## config.mk

```make
export PLATFORM = sky130hd
export DESIGN_NAME = lfu_cache_key_store_flat
export DESIGN_NICKNAME = d
export VERILOG_FILES = /design/src/hw/rtl/lfu_pkg.sv /design/src/hw/rtl/lfu_in_if.sv /design/src/hw/rtl/lfu_out_if.sv /design/src/hw/rtl/lfu_cache_key_store.sv /design/src/hw/rtl/lfu_ctrl.sv /design/src/hw/rtl/lfu_datapath.sv /design/src/flat_wrapper.sv
export VERILOG_INCLUDE_DIRS = /design/src /design/src/hw/rtl
export SDC_FILE = /design/constraint.sdc
export NUM_CORES = 2
export LEC_CHECK = 0
export ABC_AREA = 1
export BUFFER_PORTS_ARGS = -buffer_cell sky130_fd_sc_hd__buf_2
export CORE_MARGIN = 2
export CORE_UTILIZATION = 34
export CTS_CLUSTER_SIZE = 14
export DETAILED_ROUTE_END_ITERATION = 8
export PLACE_DENSITY_LB_ADDON = 0.12
export SYNTH_ARGS = -nofsm -noshare
export SYNTH_HDL_FRONTEND = slang
export SYNTH_SLANG_ARGS = --single-unit
```

## constraint.sdc

```tcl
create_clock -name clk -period 15.1 [get_ports clk]
set_clock_uncertainty 0.15 [all_clocks]
set_input_delay 2.265 -clock clk [delete_from_list [all_inputs] [get_ports clk]]
set_output_delay 2.265 -clock clk [all_outputs]
set_load 0.02 [all_outputs]
```

## src/hw/rtl/assert_macros.svh

```systemverilog
// Assertion macros shared by the RTL modules; clocked on clk, disabled during rst
`ifndef ASSERT_MACROS_SVH
`define ASSERT_MACROS_SVH

// Property that must hold at every clock edge
`define ASSERT_ALWAYS(label, prop, msg) \
  label: assert property (@(posedge clk) disable iff (rst) (prop)) else $error(msg);

// Same-cycle implication
`define ASSERT_IMPLIES(label, ante, cons, msg) \
  label: assert property (@(posedge clk) disable iff (rst) (ante) |-> (cons)) else $error(msg);

// Next-cycle implication
`define ASSERT_NEXT(label, ante, cons, msg) \
  label: assert property (@(posedge clk) disable iff (rst) (ante) |=> (cons)) else $error(msg);

`endif

```

## src/hw/rtl/lfu_pkg.sv

```systemverilog
// Package: widths, constants and controller/datapath signal types of the LFU cache
package lfu_pkg;

  localparam int KEY_W     = 32;
  localparam int VAL_W     = 32;
  localparam int STAMP_W   = 48;
  localparam int COUNT_W   = 32;
  localparam int CAP_REG_W = 5;
  localparam int ADDR_W    = 3;
  localparam int DATA_W    = 32;

  localparam logic [CAP_REG_W-1:0] CAP_RESET   = 5'd16;
  localparam logic [VAL_W-1:0]     MISS_VALUE  = 32'hFFFF_FFFF;
  localparam logic [VAL_W-1:0]     PUT_VALUE   = 32'h0000_0000;
  localparam logic [COUNT_W-1:0]   COUNT_MAX   = 32'hFFFF_FFFF;
  localparam logic [COUNT_W-1:0]   COUNT_ONE   = 32'd1;
  localparam logic [STAMP_W-1:0]   STAMP_RESET = 48'd1;

  localparam logic MODE_GET = 1'b0;
  localparam logic MODE_PUT = 1'b1;

  // register index, taken from paddr[2]
  localparam logic REG_CAPACITY = 1'b0;

  typedef struct packed {
    logic load;
    logic issue;
    logic commit;
  } lfu_cmd_t;

  typedef struct packed {
    logic scan_last;
    logic out_room;
  } lfu_status_t;

endpackage

```

## src/hw/rtl/lfu_in_if.sv

```systemverilog
// Request channel interface: valid/ready handshake with operation, key and value
interface lfu_in_if;
  logic               valid;
  logic               ready;
  logic               mode;
  logic signed [31:0] lookup_key;
  logic signed [31:0] store_value;

  modport source(output valid, mode, lookup_key, store_value, input ready);
  modport sink(input valid, mode, lookup_key, store_value, output ready);
endinterface

```

## src/hw/rtl/lfu_out_if.sv

```systemverilog
// Response channel interface: valid/ready handshake with hit flag and read value
interface lfu_out_if;
  logic               valid;
  logic               ready;
  logic               hit;
  logic signed [31:0] read_value;

  modport source(output valid, hit, read_value, input ready);
  modport sink(input valid, hit, read_value, output ready);
endinterface

```

## src/hw/rtl/lfu_cache_key_store.sv

```systemverilog
// Top level of the LFU key-value cache: APB capacity register, controller and datapath
//
// Usage:
//   req  (valid/ready): one transaction per get (mode 0) or put (mode 1) with a
//        32-bit key and value. req.ready is high while no transaction is in work.
//   resp (valid/ready): exactly one transaction per request, in order: hit flag
//        and read_value (get hit: stored value, get miss: -1, put: 0).
//   APB: register capacity_in_use at byte address 0, 5 bits, reset 16; write
//        only while the block is idle.
// Operation: after accept, the single memory read port walks every entry once,
//   one per cycle, doing key match, free-slot and victim search together; the
//   read register is then drained, and the update is committed into the response
//   register, waiting in commit while a held response is not yet taken. The next
//   request is accepted only after the commit, once the block is back in idle.
// Reset: all entries invalid, access counter 1, no entries held, no response.
// Receiver stall: the response register holds its transaction; the block still
//   accepts and scans the next request, then waits in commit until resp is taken.
module lfu_cache_key_store #(
  parameter int CAPACITY = 16
) (
  input  logic                         clk,
  input  logic                         rst,
  lfu_in_if.sink                       req,
  lfu_out_if.source                    resp,
  input  logic                         psel,
  input  logic                         penable,
  input  logic                         pwrite,
  input  logic [lfu_pkg::ADDR_W-1:0]   paddr,
  input  logic [lfu_pkg::DATA_W-1:0]   pwdata,
  output logic [lfu_pkg::DATA_W-1:0]   prdata,
  output logic                         pready
);
  import lfu_pkg::*;

  logic [CAP_REG_W-1:0] capacity_in_use;
  lfu_cmd_t             cmd;
  lfu_status_t          status;

  assign pready = 1'b1;
  assign prdata = (paddr[2] == REG_CAPACITY) ? DATA_W'(capacity_in_use) : '0;

  always_ff @(posedge clk) begin
    if (rst) begin
      capacity_in_use <= CAP_RESET;
    end else if (psel && penable && pwrite && pready && paddr[2] == REG_CAPACITY) begin
      capacity_in_use <= pwdata[CAP_REG_W-1:0];
    end
  end

  lfu_ctrl u_ctrl (
    .clk       (clk),
    .rst       (rst),
    .req_valid (req.valid),
    .req_ready (req.ready),
    .status    (status),
    .cmd       (cmd)
  );

  lfu_datapath #(
    .CAPACITY (CAPACITY)
  ) u_datapath (
    .clk             (clk),
    .rst             (rst),
    .cmd             (cmd),
    .status          (status),
    .capacity_in_use (capacity_in_use),
    .mode            (req.mode),
    .lookup_key      (req.lookup_key),
    .store_value     (req.store_value),
    .resp            (resp)
  );

endmodule

```

## src/hw/rtl/lfu_ctrl.sv

```systemverilog
// Controller FSM: accept, scan all entries, drain the read pipe, commit the update
`include "assert_macros.svh"

module lfu_ctrl (
  input  logic                clk,
  input  logic                rst,
  input  logic                req_valid,
  output logic                req_ready,
  input  lfu_pkg::lfu_status_t status,
  output lfu_pkg::lfu_cmd_t    cmd
);
  import lfu_pkg::*;

  localparam logic [1:0] ST_IDLE   = 2'd0;
  localparam logic [1:0] ST_SCAN   = 2'd1;
  localparam logic [1:0] ST_DRAIN  = 2'd2;
  localparam logic [1:0] ST_COMMIT = 2'd3;

  logic [1:0] state;
  logic [1:0] state_next;

  assign req_ready  = (state == ST_IDLE);
  assign cmd.load   = (state == ST_IDLE) && req_valid;
  assign cmd.issue  = (state == ST_SCAN);
  assign cmd.commit = (state == ST_COMMIT) && status.out_room;

  always_comb begin
    state_next = state;
    case (state)
      ST_IDLE:   if (req_valid) state_next = ST_SCAN;
      ST_SCAN:   if (status.scan_last) state_next = ST_DRAIN;
      ST_DRAIN:  state_next = ST_COMMIT;
      ST_COMMIT: if (status.out_room) state_next = ST_IDLE;
      default:   state_next = ST_IDLE;
    endcase
  end

  always_ff @(posedge clk) begin
    if (rst) begin
      state <= ST_IDLE;
    end else begin
      state <= state_next;
    end
  end

  `ASSERT_NEXT(a_drain_to_commit, state == ST_DRAIN, state == ST_COMMIT, "drain must lead to commit")
  `ASSERT_NEXT(a_accept_starts_scan, cmd.load, state == ST_SCAN, "accepted transaction must start a scan")

endmodule

```

## src/hw/rtl/lfu_datapath.sv

```systemverilog
// Datapath: entry memories, valid bits, scan pipeline, match/victim search, update, output reg
`include "assert_macros.svh"

module lfu_datapath #(
  parameter int CAPACITY = 16
) (
  input  logic                            clk,
  input  logic                            rst,
  input  lfu_pkg::lfu_cmd_t               cmd,
  output lfu_pkg::lfu_status_t            status,
  input  logic [lfu_pkg::CAP_REG_W-1:0]   capacity_in_use,
  input  logic                            mode,
  input  logic signed [lfu_pkg::KEY_W-1:0] lookup_key,
  input  logic signed [lfu_pkg::VAL_W-1:0] store_value,
  lfu_out_if.source                       resp
);
  import lfu_pkg::*;

  localparam int IDX_W  = (CAPACITY > 1) ? $clog2(CAPACITY) : 1;
  localparam int HELD_W = $clog2(CAPACITY + 1);
  localparam int CMP_W  = (HELD_W > CAP_REG_W) ? HELD_W : CAP_REG_W;
  localparam int RANK_W = COUNT_W + STAMP_W;

  logic [KEY_W-1:0]   key_mem   [CAPACITY];
  logic [VAL_W-1:0]   value_mem [CAPACITY];
  logic [STAMP_W-1:0] stamp_mem [CAPACITY];
  logic [COUNT_W-1:0] count_mem [CAPACITY];
  logic [CAPACITY-1:0] entry_valid;

  logic [STAMP_W-1:0] access_counter;
  logic [HELD_W-1:0]  entries_held;

  logic               op_mode;
  logic [KEY_W-1:0]   op_key;
  logic [VAL_W-1:0]   op_value;

  logic [IDX_W-1:0]   scan_idx;
  logic               rd_live;
  logic [IDX_W-1:0]   rd_idx;
  logic [KEY_W-1:0]   rd_key;
  logic [VAL_W-1:0]   rd_value;
  logic [STAMP_W-1:0] rd_stamp;
  logic [COUNT_W-1:0] rd_count;

  logic               found;
  logic [IDX_W-1:0]   hit_idx;
  logic [VAL_W-1:0]   hit_value;
  logic [COUNT_W-1:0] hit_count;
  logic               have_free;
  logic [IDX_W-1:0]   free_idx;
  logic               have_best;
  logic [IDX_W-1:0]   best_idx;
  logic [RANK_W-1:0]  best_rank;

  logic               rd_entry_valid;
  logic [RANK_W-1:0]  rd_rank;
  logic [CMP_W-1:0]   cap_ext;
  logic [CMP_W-1:0]   limit;
  logic               limit_zero;
  logic               room;
  logic               do_touch;
  logic               do_insert;
  logic               wr_en;
  logic [IDX_W-1:0]   wr_idx;
  logic [COUNT_W-1:0] count_sat;
  logic [COUNT_W-1:0] count_wr;

  assign status.scan_last = (scan_idx == IDX_W'(CAPACITY - 1));
  assign status.out_room  = !resp.valid || resp.ready;

  // read pipe: one entry per cycle
  always_ff @(posedge clk) begin
    if (cmd.issue) begin
      rd_key   <= key_mem[scan_idx];
      rd_value <= value_mem[scan_idx];
      rd_stamp <= stamp_mem[scan_idx];
      rd_count <= count_mem[scan_idx];
    end
    rd_idx <= scan_idx;
  end

  always_ff @(posedge clk) begin
    if (rst) begin
      rd_live  <= 1'b0;
      scan_idx <= '0;
    end else begin
      rd_live <= cmd.issue;
      if (cmd.load) begin
        scan_idx <= '0;
      end else if (cmd.issue && !status.scan_last) begin
        scan_idx <= scan_idx + 1'b1;
      end
    end
  end

  always_ff @(posedge clk) begin
    if (cmd.load) begin
      op_mode  <= mode;
      op_key   <= lookup_key;
      op_value <= store_value;
    end
  end

  // search: key match, first free slot, lowest (count, stamp) victim
  assign rd_entry_valid = entry_valid[rd_idx];
  assign rd_rank        = {rd_count, rd_stamp};

  always_ff @(posedge clk) begin
    if (rst || cmd.load) begin
      found     <= 1'b0;
      have_free <= 1'b0;
      have_best <= 1'b0;
    end else if (rd_live) begin
      if (rd_entry_valid && rd_key == op_key && !found) begin
        found <= 1'b1;
      end
      if (!rd_entry_valid && !have_free) begin
        have_free <= 1'b1;
      end
      if (rd_entry_valid && (!have_best || rd_rank < best_rank)) begin
        have_best <= 1'b1;
      end
    end
  end

  always_ff @(posedge clk) begin
    if (rd_live) begin
      if (rd_entry_valid && rd_key == op_key && !found) begin
        hit_idx   <= rd_idx;
        hit_value <= rd_value;
        hit_count <= rd_count;
      end
      if (!rd_entry_valid && !have_free) begin
        free_idx <= rd_idx;
      end
      if (rd_entry_valid && (!have_best || rd_rank < best_rank)) begin
        best_idx  <= rd_idx;
        best_rank <= rd_rank;
      end
    end
  end

  // update decision
  assign cap_ext    = CMP_W'(capacity_in_use);
  assign limit      = (cap_ext > CMP_W'(CAPACITY)) ? CMP_W'(CAPACITY) : cap_ext;
  assign limit_zero = (limit == '0);
  assign room       = CMP_W'(entries_held) < limit;
  assign do_touch   = found && (op_mode == MODE_GET || !limit_zero);
  assign do_insert  = (op_mode == MODE_PUT) && !limit_zero && !found &&
                      (room ? have_free : have_best);
  assign wr_en      = cmd.commit && (do_touch || do_insert);
  assign wr_idx     = found ? hit_idx : (room ? free_idx : best_idx);
  assign count_sat  = (hit_count == COUNT_MAX) ? hit_count : hit_count + 1'b1;
  assign count_wr   = do_insert ? COUNT_ONE : count_sat;

  always_ff @(posedge clk) begin
    if (wr_en) begin
      stamp_mem[wr_idx] <= access_counter;
      count_mem[wr_idx] <= count_wr;
      if (op_mode == MODE_PUT) begin
        value_mem[wr_idx] <= op_value;
      end
      if (do_insert) begin
        key_mem[wr_idx] <= op_key;
      end
    end
  end

  always_ff @(posedge clk) begin
    if (rst) begin
      entry_valid    <= '0;
      entries_held   <= '0;
      access_counter <= STAMP_RESET;
    end else if (wr_en) begin
      access_counter <= access_counter + 1'b1;
      if (do_insert) begin
        entry_valid[wr_idx] <= 1'b1;
        if (room) begin
          entries_held <= entries_held + 1'b1;
        end
      end
    end
  end

  // output register
  always_ff @(posedge clk) begin
    if (rst) begin
      resp.valid <= 1'b0;
    end else if (cmd.commit) begin
      resp.valid <= 1'b1;
    end else if (resp.ready) begin
      resp.valid <= 1'b0;
    end
  end

  always_ff @(posedge clk) begin
    if (cmd.commit) begin
      resp.hit        <= found;
      resp.read_value <= (op_mode == MODE_PUT) ? PUT_VALUE :
                         (found ? hit_value : MISS_VALUE);
    end
  end

  `ASSERT_ALWAYS(a_held_matches_valid, $countones(entry_valid) == int'(entries_held), "entries_held out of step with valid bits")
  `ASSERT_NEXT(a_commit_fills_output, cmd.commit, resp.valid, "commit must present a response")

endmodule
```

## src/flat_wrapper.sv

```systemverilog
// flat-port wrapper written by rule: the top's interface ports become plain ports
module lfu_cache_key_store_flat import lfu_pkg::*;
#(
  parameter int CAPACITY = 16
)
  (clk, rst, psel, penable, pwrite, paddr, pwdata, prdata, pready, req_valid, req_mode, req_lookup_key, req_store_value, req_ready, resp_valid, resp_hit, resp_read_value, resp_ready);
  lfu_in_if req_i ();
  lfu_out_if resp_i ();
  input  logic clk;
  input  logic rst;
  input  logic psel;
  input  logic penable;
  input  logic pwrite;
  input  logic [lfu_pkg::ADDR_W-1:0] paddr;
  input  logic [lfu_pkg::DATA_W-1:0] pwdata;
  output logic [lfu_pkg::DATA_W-1:0] prdata;
  output logic pready;
  input wire logic [$bits(req_i.valid)-1:0] req_valid;
  input wire logic [$bits(req_i.mode)-1:0] req_mode;
  input wire logic [$bits(req_i.lookup_key)-1:0] req_lookup_key;
  input wire logic [$bits(req_i.store_value)-1:0] req_store_value;
  output wire logic [$bits(req_i.ready)-1:0] req_ready;
  output wire logic [$bits(resp_i.valid)-1:0] resp_valid;
  output wire logic [$bits(resp_i.hit)-1:0] resp_hit;
  output wire logic [$bits(resp_i.read_value)-1:0] resp_read_value;
  input wire logic [$bits(resp_i.ready)-1:0] resp_ready;
  assign req_i.valid = req_valid;
  assign req_i.mode = req_mode;
  assign req_i.lookup_key = req_lookup_key;
  assign req_i.store_value = req_store_value;
  assign req_ready = req_i.ready;
  assign resp_valid = resp_i.valid;
  assign resp_hit = resp_i.hit;
  assign resp_read_value = resp_i.read_value;
  assign resp_i.ready = resp_ready;
  lfu_cache_key_store #(.CAPACITY(CAPACITY)) u_core (.clk(clk), .rst(rst), .req(req_i), .resp(resp_i), .psel(psel), .penable(penable), .pwrite(pwrite), .paddr(paddr), .pwdata(pwdata), .prdata(prdata), .pready(pready));
endmodule
```

# ---- Word-level counts from Yosys, hierarchy flattened
# Memories as Yosys holds them, arrays and structs flattened. A register that Yosys moved wholly into a read port is not among the register bits.
# Cells that the tools add are included.
dict set report word_totals {
  ff_bits 343
  ram_bits 2304
  inputBits 107
  wordCells 113
  memories 4
}
dict set report classes {
  add_sub_neg 4
  magnitude_cmp 6
  n_eq_ne 9
  muxes 26
  n_bitwise 3
  n_reduce_logical 38
}
# memory words width read_ports rd_clocked_by_memory_dff write_ports line_no
set mem_list {}
lappend mem_list {u_core.u_datapath.stamp_mem 16 48 1 1 1 lfu_datapath.sv:26} ;# logic [STAMP_W-1:0] stamp_mem [CAPACITY];
lappend mem_list {u_core.u_datapath.count_mem 16 32 1 1 1 lfu_datapath.sv:27} ;# logic [COUNT_W-1:0] count_mem [CAPACITY];
lappend mem_list {u_core.u_datapath.key_mem 16 32 1 1 1 lfu_datapath.sv:24} ;# logic [KEY_W-1:0] key_mem [CAPACITY];
lappend mem_list {u_core.u_datapath.value_mem 16 32 1 1 1 lfu_datapath.sv:25} ;# logic [VAL_W-1:0] value_mem [CAPACITY];
# cell count
set op_table {}
lappend op_table {{$mux 32} 3}
lappend op_table {{$lt 80x80->1} 1}
lappend op_table {{$add 48x1->48 const B} 1}
lappend op_table {{$add 32x1->32 const B} 1}
lappend op_table {{$eq 32x32->1} 1}
lappend op_table {{$eq 32x32->1 const B} 1}
lappend op_table {{$logic_and 1x1->1} 16}
lappend op_table {{$or 16x16->16} 1}
lappend op_table {{$mux 1} 13}
lappend op_table {{$lt 4x5->1 const B} 2}
lappend op_table {{$mux 5} 2}
lappend op_table {{$mux 4} 2}
lappend op_table {{$pmux 2 s4} 1}
lappend op_table {{$reduce_and 2->1} 4}
lappend op_table {{$logic_not 1->1} 7}
lappend op_table {{$mux 2} 3}
lappend op_table {{$reduce_and 3->1} 2}
lappend op_table {{$add 5x1->5 const B} 1}
lappend op_table {{$gt 5x5->1 const B} 1}
lappend op_table {{$logic_not 5->1} 1}
lappend op_table {{$logic_or 1x1->1} 5}
lappend op_table {{$lt 5x5->1} 1}
lappend op_table {{$add 4x1->4 const B} 1}
lappend op_table {{$bmux 1 s4} 1}
lappend op_table {{11 further kinds} 14}

# ---- Longest topological paths before layout
dict set report logic_depth {
  ltp_word 11
  depth_mapped 19
}

# ---- Modules after synthesis
# From an unflattened synthesis, not the netlist that was laid out.
dict set report hier_totals {
  cells_unflattened 8478
  hier_area_um2 109677.7
}
# module n_inst cells_per_inst area_per_inst_um2
set modules_own_cells {}
lappend modules_own_cells {lfu_datapath 1 8373 109000.8}
lappend modules_own_cells {lfu_cache_key_store 1 76 491.7}
lappend modules_own_cells {lfu_ctrl 1 29 185.2}

# ---- Worst setup path after synthesis
# No wires, ideal clock.
dict set report synth_timing {
  path_kind {input port to flip-flop}
  start {in resp_ready}
  end {mem u_core.u_datapath.count_mem[14][0] (enable)}
  setup_ps 519
  arrival_time_ps 7039
  slack_ps 7393
  cell_stages 8
  n_path_buf 2
  path_cell_list {inv_1 nand2_1 nand2_1 inv_1 nand2_2 buf_4 buf_2 nor2_1}
}
# element line_no
set synth_lines {}
lappend synth_lines {{start, declared} flat_wrapper.sv:26} ;# input wire logic [$bits(resp_i.ready)-1:0] resp_ready;
lappend synth_lines {{end, declared} lfu_datapath.sv:27}

# ---- Final worst setup path
dict set report layout_timing {
  start {reg u_core.capacity_in_use[0]}
  end {mem u_core.u_datapath.value_mem[8][7] (enable)}
}
dict set report layout_between {
  elab_chain_len 11
}
# element line_no
set layout_lines {}
lappend layout_lines {{start, declared} lfu_cache_key_store.sv:35} ;# logic [CAP_REG_W-1:0] capacity_in_use;
lappend layout_lines {{start signal, assigned} lfu_cache_key_store.sv:46} ;# capacity_in_use <= pwdata[CAP_REG_W-1:0];
lappend layout_lines {{$gt 5x5->1} lfu_datapath.sv:145} ;# assign limit = (cap_ext > CMP_W'(CAPACITY)) ? CMP_W'(CAPACITY) : cap_ext;
lappend layout_lines {{$mux 5 *} lfu_datapath.sv:145}
lappend layout_lines {{parallel branches: the longest is 9 deep, another holds $lt 5x5->1} -}
lappend layout_lines {{end, declared} lfu_datapath.sv:25}
# Every way passes the cells marked *.

==> flow_summary.rst <==
.. list-table::
   :header-rows: 1

   * - Metric
     - Value
   * - Run status
     - complete, no violations
   * - Commonest cells after routing, fill and taps aside
     - 2702 x sky130_fd_sc_hd__edfxtp_1, 1471 x sky130_fd_sc_hd__nor2_1, 730 x sky130_fd_sc_hd__nand2_1
   * - Fin Setup TNS
     - 0 ns
   * - Portion of synthesized cell area occupied by the leading cell type
     - 73.3%
   * - Reg2Reg Capture Point
     - u_core.u_datapath.value_mem[8][7]
   * - Hold-fix buffer count after cts
     - 0
   * - Power Dens Cells
     - 149 nW/um^2
   * - Number of input and output port buffers inserted
     - 117
   * - Flip-flop and latch count after synthesis
     - 2791
   * - Clock insertion delay at the later pin of the skew report
     - 0.93 ns
   * - Vias per inst
     - 5.16
   * - Fillcell total
     - 30300
   * - Leakage dissipation
     - 42.3 nW
   * - Hold slack
     - 0.247 ns
   * - Highest clock frequency the design can meet
     - 167 MHz
   * - Drt first pass iters
     - 6
   * - Count of maximum capacitance violations
     - 0
   * - Combined flip-flop and latch cell area
     - 82900 sq um
   * - Sort of element at the start of the critical path
     - flop
   * - Worst voltage drop across the vdd grid
     - 0.000127 V
   * - Part of the Yosys area used for sequential elements
     - 74.9%
   * - # DRC
     - 0
   * - Per-instance average area after synthesis
     - 13.7 sq um
   * - Top flip-flop cell by instance count after synthesis
     - sky130_fd_sc_hd__edfxtp_1
   * - Post-route total power
     - 0.0187 W
   * - Total count of max-transition violations in the final report
     - 0
   * - Post-synthesis instance area
     - 111000 sq um
   * - Launching point of the worst reg2reg path
     - u_core.capacity_in_use[0]
   * - Max-slew headroom
     - 20.1%
   * - Number of clock buffers inserted by TritonCTS
     - 316
   * - Setup repair after global routing missed its margin
     - no
   * - Die span in y
     - 575 um
   * - Number of primary I/O pins
     - 175
   * - HPWL after detailed placement
     - 153000 um
   * - Worst Setup End Kind
     - flop
   * - Final Hold Violating Endpoints
     - 0
   * - Drt wl/cell
     - 24.1 um
   * - Cell type with the highest aggregate area in the netlist
     - sky130_fd_sc_hd__edfxtp_1
   * - Required time of the critical path
     - 15.49 ns
   * - Number of global-route vias before repair
     - 64700
   * - Violation count after the first detailed-route iteration
     - 5160
   * - Number of synthesized flops with an enable pin
     - 2702
   * - Non-filler instance count after layout
     - 12700
   * - Starting density of the core
     - 34.2%
   * - Path category of the worst min-delay check
     - reg2reg
   * - Number of cells produced by synthesis
     - 8069
   * - Number of distinct library cells after synthesis
     - 50
   * - Total overflow reported by the global router
     - 0
   * - Worst Path Max Fanout
     - 58
   * - Fraction of registers with async set/reset
     - 0%
   * - Initial antenna violation count
     - 7
   * - Die Area
     - 330000 sq um
   * - Buffers inserted by post-CTS timing repair
     - 0
   * - Number of placed instances with taps included
     - 12200
   * - Tightest Pin Transition
     - 1.20 ns
   * - Post-CTS sizing
     - 0
   * - First-pass GRT wire length
     - 447000 um
   * - Area used by multi-input combinational logic
     - 24700 sq um
   * - Top area cells in the synthesized netlist
     - sky130_fd_sc_hd__edfxtp_1 73%, sky130_fd_sc_hd__nor2_1 5.1%, sky130_fd_sc_hd__o21ai_0 2.8%, sky130_fd_sc_hd__o32ai_1 2.7%, sky130_fd_sc_hd__nand2_1 2.5%
   * - Critical Path Start
     - u_core.capacity_in_use[0]
   * - Final WL
     - 307000 um
   * - Horizontal die dimension
     - 575 um
   * - Min-Delay Startpoint
     - u_core.u_datapath.rd_value[3]
   * - Row cnt
     - 209
   * - Most frequent standard cell in the layout excluding fill and tap cells
     - sky130_fd_sc_hd__edfxtp_1
   * - Data arrival time at the worst-slack endpoint
     - 6.38 ns
   * - CTS Root Buffer Type
     - sky130_fd_sc_hd__clkbuf_16
   * - GPL Wtd Cong
     - 0.811
   * - Layout area overhead
     - 13.5%
   * - Depth of the CTS H-tree
     - 5
   * - PnR worst setup slack
     - 9.11 ns
   * - Category of the critical setup timing path
     - reg2reg
   * - Global Route Usage Sum
     - 18.1%
   * - Number of antenna-violating nets in the routed design
     - 0
   * - Ratio of cells with drive above 1 in the final layout
     - 9.15%
   * - Clock input transition at the sequential cells of the worst setup and hold paths
     - 0.06 ns
   * - Core area
     - 324000 sq um
   * - Period minus WS final
     - 5.99 ns
   * - Final setup violation count
     - 0
   * - Worst R2R Setup Slack
     - 9.11 ns
   * - Pre-CTS setup slack
     - 8.31 ns
   * - Share of the cycle needed by the critical path after routing
     - 39.7%
   * - Capturing instance or port of the critical path
     - u_core.u_datapath.value_mem[8][7]
   * - Bufs on Longest Clock Path
     - 4
   * - Final net count
     - 8359
   * - Cell depth of the worst flop-to-flop path
     - 19
   * - Pin count of the biggest net entering global routing
     - 233
   * - TritonCTS clock tree
     - built
   * - Overall via count from detail_route
     - 65700
   * - Total of warnings raised by yosys
     - 0
   * - Clock sink count
     - 2791
## power breakdown
part           switching (W)  internal [W]
clock                0.00310       0.00424
sequential          0.000271       0.00891
combinational        0.00153      0.000653
## area by class of cell
class	count	area share [%]
multi-input combinational	4508	19.6
timing repair buffer	252	1.35
sequential	2791	66.0
clock inverter	150	1.02
inverter	292	0.896
tap	4325	4.31
antenna	2	0.00398
clock buffer	422	6.79
## critical path: stages (launching register included)
cell                      delay (ns)
sky130_fd_sc_hd__dfxtp_1        0.60
sky130_fd_sc_hd__nor2_1         0.13
sky130_fd_sc_hd__nand3_1        0.09
sky130_fd_sc_hd__nand2_1        0.06
sky130_fd_sc_hd__nand2_1        0.37
sky130_fd_sc_hd__ha_1           0.33
sky130_fd_sc_hd__nand2_1        0.08
sky130_fd_sc_hd__inv_1          0.04
sky130_fd_sc_hd__nand2_1        0.15
sky130_fd_sc_hd__nand3_2        0.21
sky130_fd_sc_hd__nand2_2        0.14
sky130_fd_sc_hd__nand3_4        0.34
sky130_fd_sc_hd__nand2_1        0.24
sky130_fd_sc_hd__nand2_4        0.21
sky130_fd_sc_hd__buf_4          0.45
sky130_fd_sc_hd__inv_2          0.76
sky130_fd_sc_hd__nand2_1        0.11
sky130_fd_sc_hd__buf_4          0.30
sky130_fd_sc_hd__nor2_4         0.11
sky130_fd_sc_hd__buf_4          0.65
## registers in the layout (all words and copies together) (netlist names), 5 cells and up
register                           flops
u_core.u_datapath.op_value            32
u_core.u_datapath.key_mem            512
u_core.u_datapath.hit_count           32
u_core.u_datapath.entry_valid         16
u_core.u_datapath.best_rank           80
u_core.u_datapath.access_counter      48
u_core.u_datapath.rd_value            32
u_core.u_datapath.op_key              32
u_core.capacity_in_use                 5
u_core.u_datapath.rd_stamp            48
u_core.u_datapath.rd_count            32
u_core.u_datapath.count_mem          512
u_core.u_datapath.entries_held         5
u_core.u_datapath.value_mem          512
u_core.u_datapath.rd_key              32
u_core.u_datapath.stamp_mem          768
u_core.u_datapath.hit_value           32
u_core.u_datapath.resp.read_value     32
## kinds of logic after synthesis
logic type               after synthesis  share of synthesized area [%]
adder cells (fa/ha/maj)               91                           1.03
XOR/XNOR                              80                          0.633
buffers and inverters                796                           3.13
AO/OA/AOI/OAI                       1407                           8.51
flip-flops                          2791                           74.9
AND/OR/NAND/NOR                     2671                           9.68
multiplexers                         231                           2.09
other                                  2                        0.00679
## metrics by stage
step                cell area [sq um]  utilization, %
global route                   126000            38.8
global placement               116000            35.8
CTS                            126000            38.8
floorplan                      111000               -
finish                         126000            38.8
detailed placement             116000            35.8
## metal layers
| layer | wire length (um) | track usage [%] |
|---|---|---|
| met1 | 142000 | 25.6 |
| met2 | 146000 | 29.9 |
| met3 | 12600 | 2.12 |
| met4 | 7110 | 4.44 |
| met5 | 13 | 0 |
## cell usage after synthesis (all sizes together) (2+ instances only)
cell and number:
edfxtp 2702, nor2 1514, nand2 735, o21ai 628, o32ai 345, nand3 312
clkbuf 300, inv 291, o221ai 233, mux2i 231, buf 204, a21oi 117
ha 91, dfxtp 89, o211ai 63, xor2 53, nor3 51, nand4 33
xnor2 27, or2 10, nor4 6, o22ai 6, nand3b 5, a21o 4
o2111ai 3, a31oi 2, conb 2, o21a 2, o21bai 2
## how the worst min path moves through the flow
stage,slack [ns],cells past startpoint,to
floorplan,0.18,0,u_core.u_datapath.rd_idx[2]
global placement,0.26,0,u_core.u_datapath.hit_value[10]
detailed placement,0.25,0,u_core.u_datapath.hit_value[18]
CTS,0.24,0,u_core.u_datapath.hit_value[9]
global route,0.26,0,u_core.u_datapath.hit_value[3]
finish,0.25,0,u_core.u_datapath.hit_value[3]
Power figures use the tool's default switching activity.
